## src/design/chgw_pkg.sv

```systemverilog
// Shared types and constants for the gift-wrap convex hull block.
package chgw_pkg;

	// Width of the emitted vertex index; wider indexes are truncated to it.
	localparam int INDEX_W = 5;

	typedef enum logic [7:0] {
		S_LOAD = 8'b0000_0001,
		S_RD   = 8'b0000_0010,
		S_EVAL = 8'b0000_0100,
		S_MUL  = 8'b0000_1000,
		S_ACC  = 8'b0001_0000,
		S_STEP = 8'b0010_0000,
		S_HOP  = 8'b0100_0000,
		S_OUT  = 8'b1000_0000
	} state_t;

	// Micro-ops of the shared multiply-accumulate unit, in issue order.
	typedef enum logic [2:0] {
		OP_BX_IY = 3'd0,
		OP_BY_IX = 3'd1,
		OP_IX_IX = 3'd2,
		OP_IY_IY = 3'd3,
		OP_BX_BX = 3'd4,
		OP_BY_BY = 3'd5
	} mac_op_t;

endpackage

```

## src/design/chgw_ram.sv

```systemverilog
// Generic single-write, single-read RAM with registered read data.
module chgw_ram #(
	parameter int WIDTH = 32,
	parameter int DEPTH = 32
) (
	input  logic                     clk,
	input  logic                     we,
	input  logic [$clog2(DEPTH)-1:0] waddr,
	input  logic [WIDTH-1:0]         wdata,
	input  logic                     re,
	input  logic [$clog2(DEPTH)-1:0] raddr,
	output logic [WIDTH-1:0]         rdata
);

	logic [WIDTH-1:0] mem_q [DEPTH];
	logic [WIDTH-1:0] rdata_q;

	always_ff @(posedge clk) begin
		if (we) begin
			mem_q[waddr] <= wdata;
		end
		if (re) begin
			rdata_q <= mem_q[raddr];
		end
	end

	assign rdata = rdata_q;

endmodule

```

## src/design/convex_hull_gift_wrap.sv

```systemverilog
// Gift-wrap convex hull: loads points and walks the hull of the set when a point is flagged last.
// point_stall is low only between walks. Each hull vertex costs a scan of all n stored points
// through one shared multiplier and accumulator: each point is read and evaluated, a real
// candidate adds the cross product and a collinear tie the distance check; then the block
// steps, loads the output register and transfers, plus any stall.
// Reset clears all control state; the point RAM keeps its contents, read only below the count.
module convex_hull_gift_wrap #(
	parameter int MAX_POINTS = 32,
	parameter int COORD_BITS = 16
) (
	input  logic                                clk,
	input  logic                                arst_n,
	input  logic                                point_valid,
	output logic                                point_stall,
	input  logic signed [COORD_BITS-1:0]        point_x,
	input  logic signed [COORD_BITS-1:0]        point_y,
	input  logic                                last_point,
	output logic                                hull_valid,
	input  logic                                hull_stall,
	output logic [chgw_pkg::INDEX_W-1:0]        hull_index,
	output logic signed [COORD_BITS-1:0]        hull_x,
	output logic signed [COORD_BITS-1:0]        hull_y,
	output logic                                last_of_hull
);

	localparam int ADDR_W = $clog2(MAX_POINTS);
	localparam int CNT_W  = $clog2(MAX_POINTS + 1);
	localparam int K_W    = $clog2(MAX_POINTS + 2);
	localparam int D      = COORD_BITS + 1;
	localparam int ACC_W  = 2 * D + 2;

	chgw_pkg::state_t  state_q;
	chgw_pkg::mac_op_t op_q;

	logic [CNT_W-1:0]             count_q;
	logic [ADDR_W-1:0]            scan_q;
	logic [ADDR_W-1:0]            start_idx_q;
	logic [ADDR_W-1:0]            best_idx_q;
	logic [K_W-1:0]               k_q;
	logic                         found_q;
	logic signed [COORD_BITS-1:0] sx_q, sy_q, cx_q, cy_q, bx_q, by_q, candx_q, candy_q;
	logic signed [D-1:0]          dbx_q, dby_q, ix_q, iy_q;
	logic signed [2*D-1:0]        prod_q;
	logic signed [ACC_W-1:0]      acc_q;

	logic [ADDR_W-1:0]            hull_index_q;
	logic signed [COORD_BITS-1:0] hull_x_q, hull_y_q;
	logic                         hull_last_q;
	logic                         hull_valid_q;

	// Point store
	logic                         in_xfer;
	logic                         store_en;
	logic [2*COORD_BITS-1:0]      rdata;
	logic signed [COORD_BITS-1:0] px, py;

	assign point_stall = (state_q != chgw_pkg::S_LOAD);
	assign in_xfer     = point_valid && !point_stall;
	assign store_en    = in_xfer && (count_q < CNT_W'(MAX_POINTS));

	chgw_ram #(
		.WIDTH(2 * COORD_BITS),
		.DEPTH(MAX_POINTS)
	) u_ram (
		.clk   (clk),
		.we    (store_en),
		.waddr (count_q[ADDR_W-1:0]),
		.wdata ({point_y, point_x}),
		.re    (state_q == chgw_pkg::S_RD),
		.raddr (scan_q),
		.rdata (rdata)
	);

	assign px = rdata[COORD_BITS-1:0];
	assign py = rdata[2*COORD_BITS-1:COORD_BITS];

	// Lowest point, then leftmost, then lowest index, tracked as points arrive
	logic                         take_start;
	logic signed [COORD_BITS-1:0] sx_next, sy_next;
	logic [ADDR_W-1:0]            start_idx_next;

	always_comb begin
		take_start = store_en && ((count_q == '0) || (point_y < sy_q) ||
			((point_y == sy_q) && (point_x < sx_q)));
		sx_next        = take_start ? point_x : sx_q;
		sy_next        = take_start ? point_y : sy_q;
		start_idx_next = take_start ? count_q[ADDR_W-1:0] : start_idx_q;
	end

	// Scan evaluation
	logic                same_cur;
	logic signed [D-1:0] ix, iy;
	logic                scan_last;

	assign same_cur  = (px == cx_q) && (py == cy_q);
	assign ix        = {px[COORD_BITS-1], px} - {cx_q[COORD_BITS-1], cx_q};
	assign iy        = {py[COORD_BITS-1], py} - {cy_q[COORD_BITS-1], cy_q};
	assign scan_last = ((CNT_W'(scan_q) + CNT_W'(1)) == count_q);

	// Shared multiply-accumulate unit
	logic signed [D-1:0]     mul_a, mul_b;
	logic signed [2*D-1:0]   mul_p;
	logic signed [ACC_W-1:0] acc_base, prod_ext, acc_new;
	logic                    acc_neg, acc_zero;

	always_comb begin
		case (op_q)
			chgw_pkg::OP_BX_IY: begin mul_a = dbx_q; mul_b = iy_q;  end
			chgw_pkg::OP_BY_IX: begin mul_a = dby_q; mul_b = ix_q;  end
			chgw_pkg::OP_IX_IX: begin mul_a = ix_q;  mul_b = ix_q;  end
			chgw_pkg::OP_IY_IY: begin mul_a = iy_q;  mul_b = iy_q;  end
			chgw_pkg::OP_BX_BX: begin mul_a = dbx_q; mul_b = dbx_q; end
			chgw_pkg::OP_BY_BY: begin mul_a = dby_q; mul_b = dby_q; end
			default:            begin mul_a = '0;    mul_b = '0;    end
		endcase
		mul_p    = mul_a * mul_b;
		prod_ext = ACC_W'(prod_q);
		acc_base = ((op_q == chgw_pkg::OP_BX_IY) || (op_q == chgw_pkg::OP_IX_IX)) ?
			'0 : acc_q;
		case (op_q)
			chgw_pkg::OP_BY_IX,
			chgw_pkg::OP_BX_BX,
			chgw_pkg::OP_BY_BY: acc_new = acc_base - prod_ext;
			default:            acc_new = acc_base + prod_ext;
		endcase
		acc_neg  = acc_new[ACC_W-1];
		acc_zero = (acc_new == '0);
	end

	logic hull_closing;
	assign hull_closing = ((bx_q == sx_q) && (by_q == sy_q)) || (k_q >= K_W'(MAX_POINTS));

	always_ff @(posedge clk or negedge arst_n) begin
		if (!arst_n) begin
			state_q      <= chgw_pkg::S_LOAD;
			op_q         <= chgw_pkg::OP_BX_IY;
			count_q      <= '0;
			scan_q       <= '0;
			start_idx_q  <= '0;
			best_idx_q   <= '0;
			k_q          <= '0;
			found_q      <= 1'b0;
			hull_valid_q <= 1'b0;
		end else begin
			case (state_q)
				chgw_pkg::S_LOAD: begin
					if (in_xfer) begin
						sx_q        <= sx_next;
						sy_q        <= sy_next;
						start_idx_q <= start_idx_next;
						if (store_en) begin
							count_q <= count_q + CNT_W'(1);
						end
						if (last_point) begin
							cx_q    <= sx_next;
							cy_q    <= sy_next;
							scan_q  <= '0;
							found_q <= 1'b0;
							k_q     <= '0;
							state_q <= chgw_pkg::S_RD;
						end
					end
				end
				chgw_pkg::S_RD: begin
					state_q <= chgw_pkg::S_EVAL;
				end
				chgw_pkg::S_EVAL: begin
					candx_q <= px;
					candy_q <= py;
					ix_q    <= ix;
					iy_q    <= iy;
					if (!same_cur && found_q) begin
						op_q    <= chgw_pkg::OP_BX_IY;
						state_q <= chgw_pkg::S_MUL;
					end else begin
						if (!same_cur) begin
							// first distinct point seeds the candidate
							found_q    <= 1'b1;
							best_idx_q <= scan_q;
							bx_q       <= px;
							by_q       <= py;
							dbx_q      <= ix;
							dby_q      <= iy;
						end
						if (scan_last) begin
							state_q <= chgw_pkg::S_STEP;
						end else begin
							scan_q  <= scan_q + ADDR_W'(1);
							state_q <= chgw_pkg::S_RD;
						end
					end
				end
				chgw_pkg::S_MUL: begin
					prod_q  <= mul_p;
					state_q <= chgw_pkg::S_ACC;
				end
				chgw_pkg::S_ACC: begin
					logic replace;
					logic more;
					replace = 1'b0;
					more    = 1'b0;
					acc_q   <= acc_new;
					case (op_q)
						chgw_pkg::OP_BY_IX: begin
							// clockwise wins; collinear goes to the distance check
							replace = acc_neg;
							more    = acc_zero;
						end
						chgw_pkg::OP_BY_BY: begin
							replace = !acc_neg && !acc_zero;
						end
						default: begin
							more = 1'b1;
						end
					endcase
					if (replace) begin
						best_idx_q <= scan_q;
						bx_q       <= candx_q;
						by_q       <= candy_q;
						dbx_q      <= ix_q;
						dby_q      <= iy_q;
					end
					if (more) begin
						op_q    <= chgw_pkg::mac_op_t'(op_q + 3'd1);
						state_q <= chgw_pkg::S_MUL;
					end else if (scan_last) begin
						state_q <= chgw_pkg::S_STEP;
					end else begin
						scan_q  <= scan_q + ADDR_W'(1);
						state_q <= chgw_pkg::S_RD;
					end
				end
				chgw_pkg::S_STEP: begin
					if (k_q == '0) begin
						hull_index_q <= start_idx_q;
						hull_x_q     <= sx_q;
						hull_y_q     <= sy_q;
						hull_last_q  <= !found_q;
						hull_valid_q <= 1'b1;
						k_q          <= K_W'(1);
						state_q      <= chgw_pkg::S_OUT;
					end else if (found_q) begin
						state_q <= chgw_pkg::S_HOP;
					end else begin
						count_q <= '0;
						state_q <= chgw_pkg::S_LOAD;
					end
				end
				chgw_pkg::S_HOP: begin
					cx_q         <= bx_q;
					cy_q         <= by_q;
					hull_index_q <= best_idx_q;
					hull_x_q     <= bx_q;
					hull_y_q     <= by_q;
					hull_last_q  <= hull_closing;
					hull_valid_q <= 1'b1;
					k_q          <= k_q + K_W'(1);
					state_q      <= chgw_pkg::S_OUT;
				end
				chgw_pkg::S_OUT: begin
					if (hull_valid_q && !hull_stall) begin
						hull_valid_q <= 1'b0;
						if (hull_last_q) begin
							count_q <= '0;
							state_q <= chgw_pkg::S_LOAD;
						end else if (k_q == K_W'(1)) begin
							// start vertex out; step to the vertex found by the first scan
							state_q <= chgw_pkg::S_HOP;
						end else begin
							scan_q  <= '0;
							found_q <= 1'b0;
							state_q <= chgw_pkg::S_RD;
						end
					end
				end
				default: begin
					state_q <= chgw_pkg::S_LOAD;
				end
			endcase
		end
	end

	assign hull_valid   = hull_valid_q;
	assign hull_index   = chgw_pkg::INDEX_W'(hull_index_q);
	assign hull_x       = hull_x_q;
	assign hull_y       = hull_y_q;
	assign last_of_hull = hull_last_q;

endmodule

```

## config.mk

```make
export PLATFORM = sky130hd
export DESIGN_NAME = convex_hull_gift_wrap
export DESIGN_NICKNAME = d
export VERILOG_FILES = /design/src/design/chgw_pkg.sv /design/src/design/chgw_ram.sv /design/src/design/convex_hull_gift_wrap.sv
export SDC_FILE = /design/constraint.sdc
export NUM_CORES = 2
export LEC_CHECK = 0
export BUFFER_PORTS_ARGS = -buffer_cell sky130_fd_sc_hd__buf_2
export CAP_MARGIN = 20
export CORE_MARGIN = 5
export CORE_UTILIZATION = 45
export DETAILED_ROUTE_END_ITERATION = 12
export PLACE_DENSITY = 0.64
export REMOVE_ABC_BUFFERS = 1
export SYNTH_ARGS = -nofsm -noshare
export SYNTH_HDL_FRONTEND = slang
export SYNTH_SLANG_ARGS = --single-unit
```

## constraint.sdc

```tcl
create_clock -name clk -period 7.2 [get_ports clk]
set_input_delay 0 -clock clk [delete_from_list [all_inputs] [get_ports clk]]
set_output_delay 0 -clock clk [all_outputs]
set_load 0.03 [all_outputs]
```

==> impl_metrics.prom <==
# TYPE chip_impl_metric gauge
chip_impl_metric{name="post_synth_edffs",unit=""} 1360
chip_impl_metric{name="die_area",unit="µm²"} 166000
chip_impl_metric{name="worst-path-max-fanout",unit=""} 6
chip_impl_metric{name="finalCoreUtilization",unit=""} 0.5241
chip_impl_metric{name="worst_slew_margin",unit=""} 0.2292
chip_impl_info{name="crit-reg2reg-capture",value="prod_q[33]"} 1
chip_impl_metric{name="worst-endpoint-required",unit="ns"} 7.70
chip_impl_metric{name="power.total",unit="µW"} 35950
chip_impl_info{name="timing.critical_path.from_type",value="flip-flop"} 1
chip_impl_metric{name="finalHoldViolations",unit=""} 0
chip_impl_metric{name="synthCells",unit=""} 4835
chip_impl_metric{name="nNetsFinal",unit=""} 5758
chip_impl_metric{name="area.growth.synth_to_final",unit="%"} 15.41
chip_impl_metric{name="vias",unit=""} 43210
chip_impl_metric{name="critPathMaxStageDelay",unit="ns"} 0.52
chip_impl_metric{name="post-route-cell-area",unit="µm²"} 82050
chip_impl_metric{name="setup_violations",unit=""} 4
chip_impl_metric{name="fmaxAchievable",unit="GHz"} 0.1340
chip_impl_info{name="unrepaired_setup_endpoints_after_global_routing",value="true"} 1
chip_impl_metric{name="setup_tns",unit="ns"} -0.6586
chip_impl_metric{name="antenna_left",unit=""} 1
chip_impl_metric{name="power_leakage",unit="µW"} 0.02952
chip_impl_metric{name="fp.dieH",unit="µm"} 407.5
chip_impl_metric{name="maxSlewViolCount",unit=""} 0
chip_impl_info{name="holdCritStartpoint",value="hull_stall"} 1
chip_impl_metric{name="detail_route.first_pass.iterations",unit=""} 8
chip_impl_metric{name="cap_violations",unit=""} 0
chip_impl_metric{name="grt.total_usage",unit=""} 0.2292
chip_impl_metric{name="arrival",unit="ns"} 7.97
chip_impl_metric{name="synth.yosys.warnings",unit=""} 0
chip_impl_metric{name="vdd_drop_max",unit="V"} 0.001212
chip_impl_metric{name="mean_instance_size_in_the_synthesized_netlist",unit="µm²"} 14.70
chip_impl_metric{name="first_iter_violations",unit=""} 4574
chip_impl_metric{name="power.density_cell_area",unit="nW/µm²"} 438.2
chip_impl_metric{name="placement.io_buffers",unit=""} 76
chip_impl_metric{name="seq_area_frac_synth",unit=""} 0.5885
chip_impl_info{name="crit_path_top_delay_cell",value="sky130_fd_sc_hd__fa_1"} 1
chip_impl_metric{name="r2r_cells",unit=""} 31
chip_impl_info{name="layout_commonest_cell",value="sky130_fd_sc_hd__edfxtp_1"} 1
chip_impl_metric{name="tightest_slew",unit="ns"} 1.154
chip_impl_metric{name="drive_above_1_share",unit=""} 0.2314
chip_impl_info{name="mostFrequentLayoutCells",value="sky130_fd_sc_hd__edfxtp_1 (1360), sky130_fd_sc_hd__nand2_1 (485), sky130_fd_sc_hd__inv_1 (394), sky130_fd_sc_hd__mux4_2 (320), sky130_fd_sc_hd__nor2_1 (318)"} 1
chip_impl_info{name="most_common_cell_on_crit_path",value="sky130_fd_sc_hd__fa_1"} 1
chip_impl_metric{name="dp_hpwl",unit="µm"} 126400
chip_impl_metric{name="detail_route.wirelength",unit="µm"} 192600
chip_impl_metric{name="worst_slack",unit="ns"} -0.2654
chip_impl_metric{name="worst_setup_hold_path_clk_slew",unit="ns"} 0.06
chip_impl_metric{name="reg_to_reg_slack_setup",unit="ns"} -0.27
chip_impl_metric{name="holdPathStages",unit=""} 4
chip_impl_metric{name="htree_num_levels",unit=""} 4
chip_impl_metric{name="ctsLongestPathBuffers",unit=""} 3
chip_impl_metric{name="insertion_delay",unit="ns"} 0.78
chip_impl_metric{name="dpl_cell_area",unit="µm²"} 75950
chip_impl_metric{name="grt_remaining_overflow",unit=""} 0
chip_impl_info{name="status",value="finished, violations left"} 1
chip_impl_info{name="critical_path.reg2reg.startpoint",value="op_q[0]"} 1
chip_impl_metric{name="final_min_period_over_clock_period",unit=""} 1.037
chip_impl_metric{name="post_drt_via_cell_ratio",unit=""} 5.842
chip_impl_info{name="root_buffer",value="sky130_fd_sc_hd__clkbuf_16"} 1
chip_impl_metric{name="grt_pass1_wl",unit="µm"} 284600
chip_impl_metric{name="core.rowCount",unit=""} 145
chip_impl_metric{name="cts_sinks",unit=""} 1400
chip_impl_metric{name="fillCellCount",unit=""} 12703
chip_impl_info{name="failed_checks",value="antenna rules, setup timing"} 1
chip_impl_metric{name="multi_input_comb_area",unit="µm²"} 27810
chip_impl_metric{name="io_pins",unit=""} 77
chip_impl_info{name="timing.setup.critical_path_class",value="flip-flop to flip-flop"} 1
chip_impl_metric{name="antenna_found_initial",unit=""} 13
chip_impl_info{name="clock_tree_from_tritoncts",value="done"} 1
chip_impl_info{name="hold_path_class",value="input port to flip-flop"} 1
chip_impl_metric{name="asyncSetResetFlopFracSynth",unit=""} 0.02857
chip_impl_metric{name="mappedNetlistArea",unit="µm²"} 71090
chip_impl_metric{name="design.core.area",unit="µm²"} 156600
chip_impl_metric{name="grt_max_degree",unit=""} 119
chip_impl_metric{name="detail_route.drc_violations",unit=""} 0
chip_impl_metric{name="gpl.final_weighted_congestion",unit=""} 0.9076
chip_impl_info{name="hold-path-endpoint",value="hull_valid"} 1
chip_impl_metric{name="clock-skew-final",unit="ns"} 0.05405
chip_impl_metric{name="die_width",unit="µm"} 407.5
chip_impl_info{name="worst_setup_path_end_kind",value="flip-flop"} 1
chip_impl_metric{name="synth_cell_types",unit=""} 85
chip_impl_metric{name="period_needed",unit="ns"} 7.465
chip_impl_metric{name="seq_area",unit="µm²"} 41860
chip_impl_metric{name="tritoncts.num_buffers",unit=""} 139
chip_impl_metric{name="route.detailed.wl_per_inst",unit="µm"} 26.04
chip_impl_metric{name="first_global_vias",unit=""} 43174
chip_impl_metric{name="synth-seq-cells",unit=""} 1400
chip_impl_metric{name="starting_density_of_the_core",unit=""} 0.4541
chip_impl_info{name="synthFlopType",value="sky130_fd_sc_hd__edfxtp_1"} 1
-- per-layer routing --
| metal | vias to the layer above | global-route usage | wire, µm |
|---|---|---|---|
| li1 | 18646 | - | - |
| met1 | 22347 | 0.3216 | 79120 |
| met2 | 1919 | 0.3732 | 92330 |
| met3 | 298 | 0.03754 | 15350 |
| met4 | 0 | 0.06711 | 5773 |
| met5 | - | 0 | 0 |
-- flip-flops by register name, summed over array words and instances, names as in the netlist, 6 cells and up --
name         cells
count_q          6
acc_q           36
dby_q           17
by_q            16
iy_q            17
sy_q            16
sx_q            16
u_ram.mem_q   1024
u_ram.rdata     32
candx_q         16
state_q          8
k_q              6
candy_q         16
bx_q            16
hull_x          16
ix_q            17
hull_y          16
dbx_q           17
cx_q            16
prod_q          34
cy_q            16
-- through the flow --
| step | cells | hold WS [ns] | worst slack, ns |
|---|---|---|---|
| 6_report | 7396 | 0.1254 | -0.2654 |
| 5_1_grt | 7387 | 0.1179 | -0.5244 |
| 4_1_cts | 7365 | 0.04555 | -0.2956 |
| 3_5_place_dp | 7057 | 0.1675 | -0.6702 |
| 3_3_place_gp | 7055 | 0.1603 | -0.6014 |
| 2_1_floorplan | 4619 | -0.2956 | -6.217 |
-- worst max-delay path by stage --
stage,slack [ns],startpoint,end
final,-0.27,op_q[0],prod_q[33]
after global routing,-0.52,op_q[1],prod_q[33]
after CTS,-0.30,op_q[0],prod_q[32]
after detailed placement,-0.67,op_q[0],prod_q[32]
after global placement,-0.60,op_q[0],prod_q[33]
after floorplan,-6.22,scan_q[0],scan_q[0]
-- critical path, delay by kind of cell, from the launching register on --
kind	cells	cell delay [ns]
xor+xnor	1	0.07
simple gates	3	0.38
flops	1	0.46
fa+ha+maj	9	3.20
buf+inv	8	0.95
compound gates	10	2.13
-- power breakdown --
part	internal, µW	switching [µW]	total, µW
combinational	8960	9430	18400
sequential	10000	229	10200
clock	4160	3170	7320
-- final cells by class --
| class | instances | area share |
|---|---|---|
| Sequential cell | 1400 | 0.5101 |
| Multi-Input combinational cell | 2809 | 0.3390 |
| Timing Repair Buffer | 464 | 0.04466 |
| Clock buffer | 163 | 0.04386 |
| Tap cell | 2058 | 0.03138 |
| Inverter | 410 | 0.01882 |
| Clock inverter | 83 | 0.01189 |
| Antenna cell | 9 | 0.0002745 |
-- logic make-up (layout without fill, tap and decap cells) --
family | after synthesis | in the layout | synth area share
fa+ha+maj | 497 | 497 | 0.1191
xor+xnor | 146 | 146 | 0.01799
flops | 1400 | 1400 | 0.5885
compound gates | 568 | 568 | 0.05440
other cells | 0 | 9 | 0
simple gates | 1227 | 1227 | 0.07737
buf+inv | 626 | 1120 | 0.03314
mux | 371 | 371 | 0.1094
-- Yosys cell counts, drive strengths merged (37+ instances only) --
cell type  instances  share of area
edfxtp          1360           0.57
nand2            498          0.026
inv              410          0.022
nor2             357          0.019
mux4             320           0.10
fa               300          0.084
ha               197          0.035
o21ai            180          0.013
clkbuf           178         0.0094
a21oi            113         0.0081
xnor2            113          0.014
nor3              66         0.0046
nor2b             57         0.0050
mux2              47         0.0075
dfrtp             39          0.014
buf               38         0.0021
nand2b            38         0.0033
a21o              37         0.0039
-- what timing repair did --
item                       in CTS  in global routing
pin swaps                      40                 87
cloned                          3                  0
gates resized for setup        81                101
hold endpoints to repair     1111                  0
hold buffers                   38                  0
buffers inserted               21                 19
setup endpoints to repair      15                 18
No activity file was read; power rests on OpenSTA's default activity.
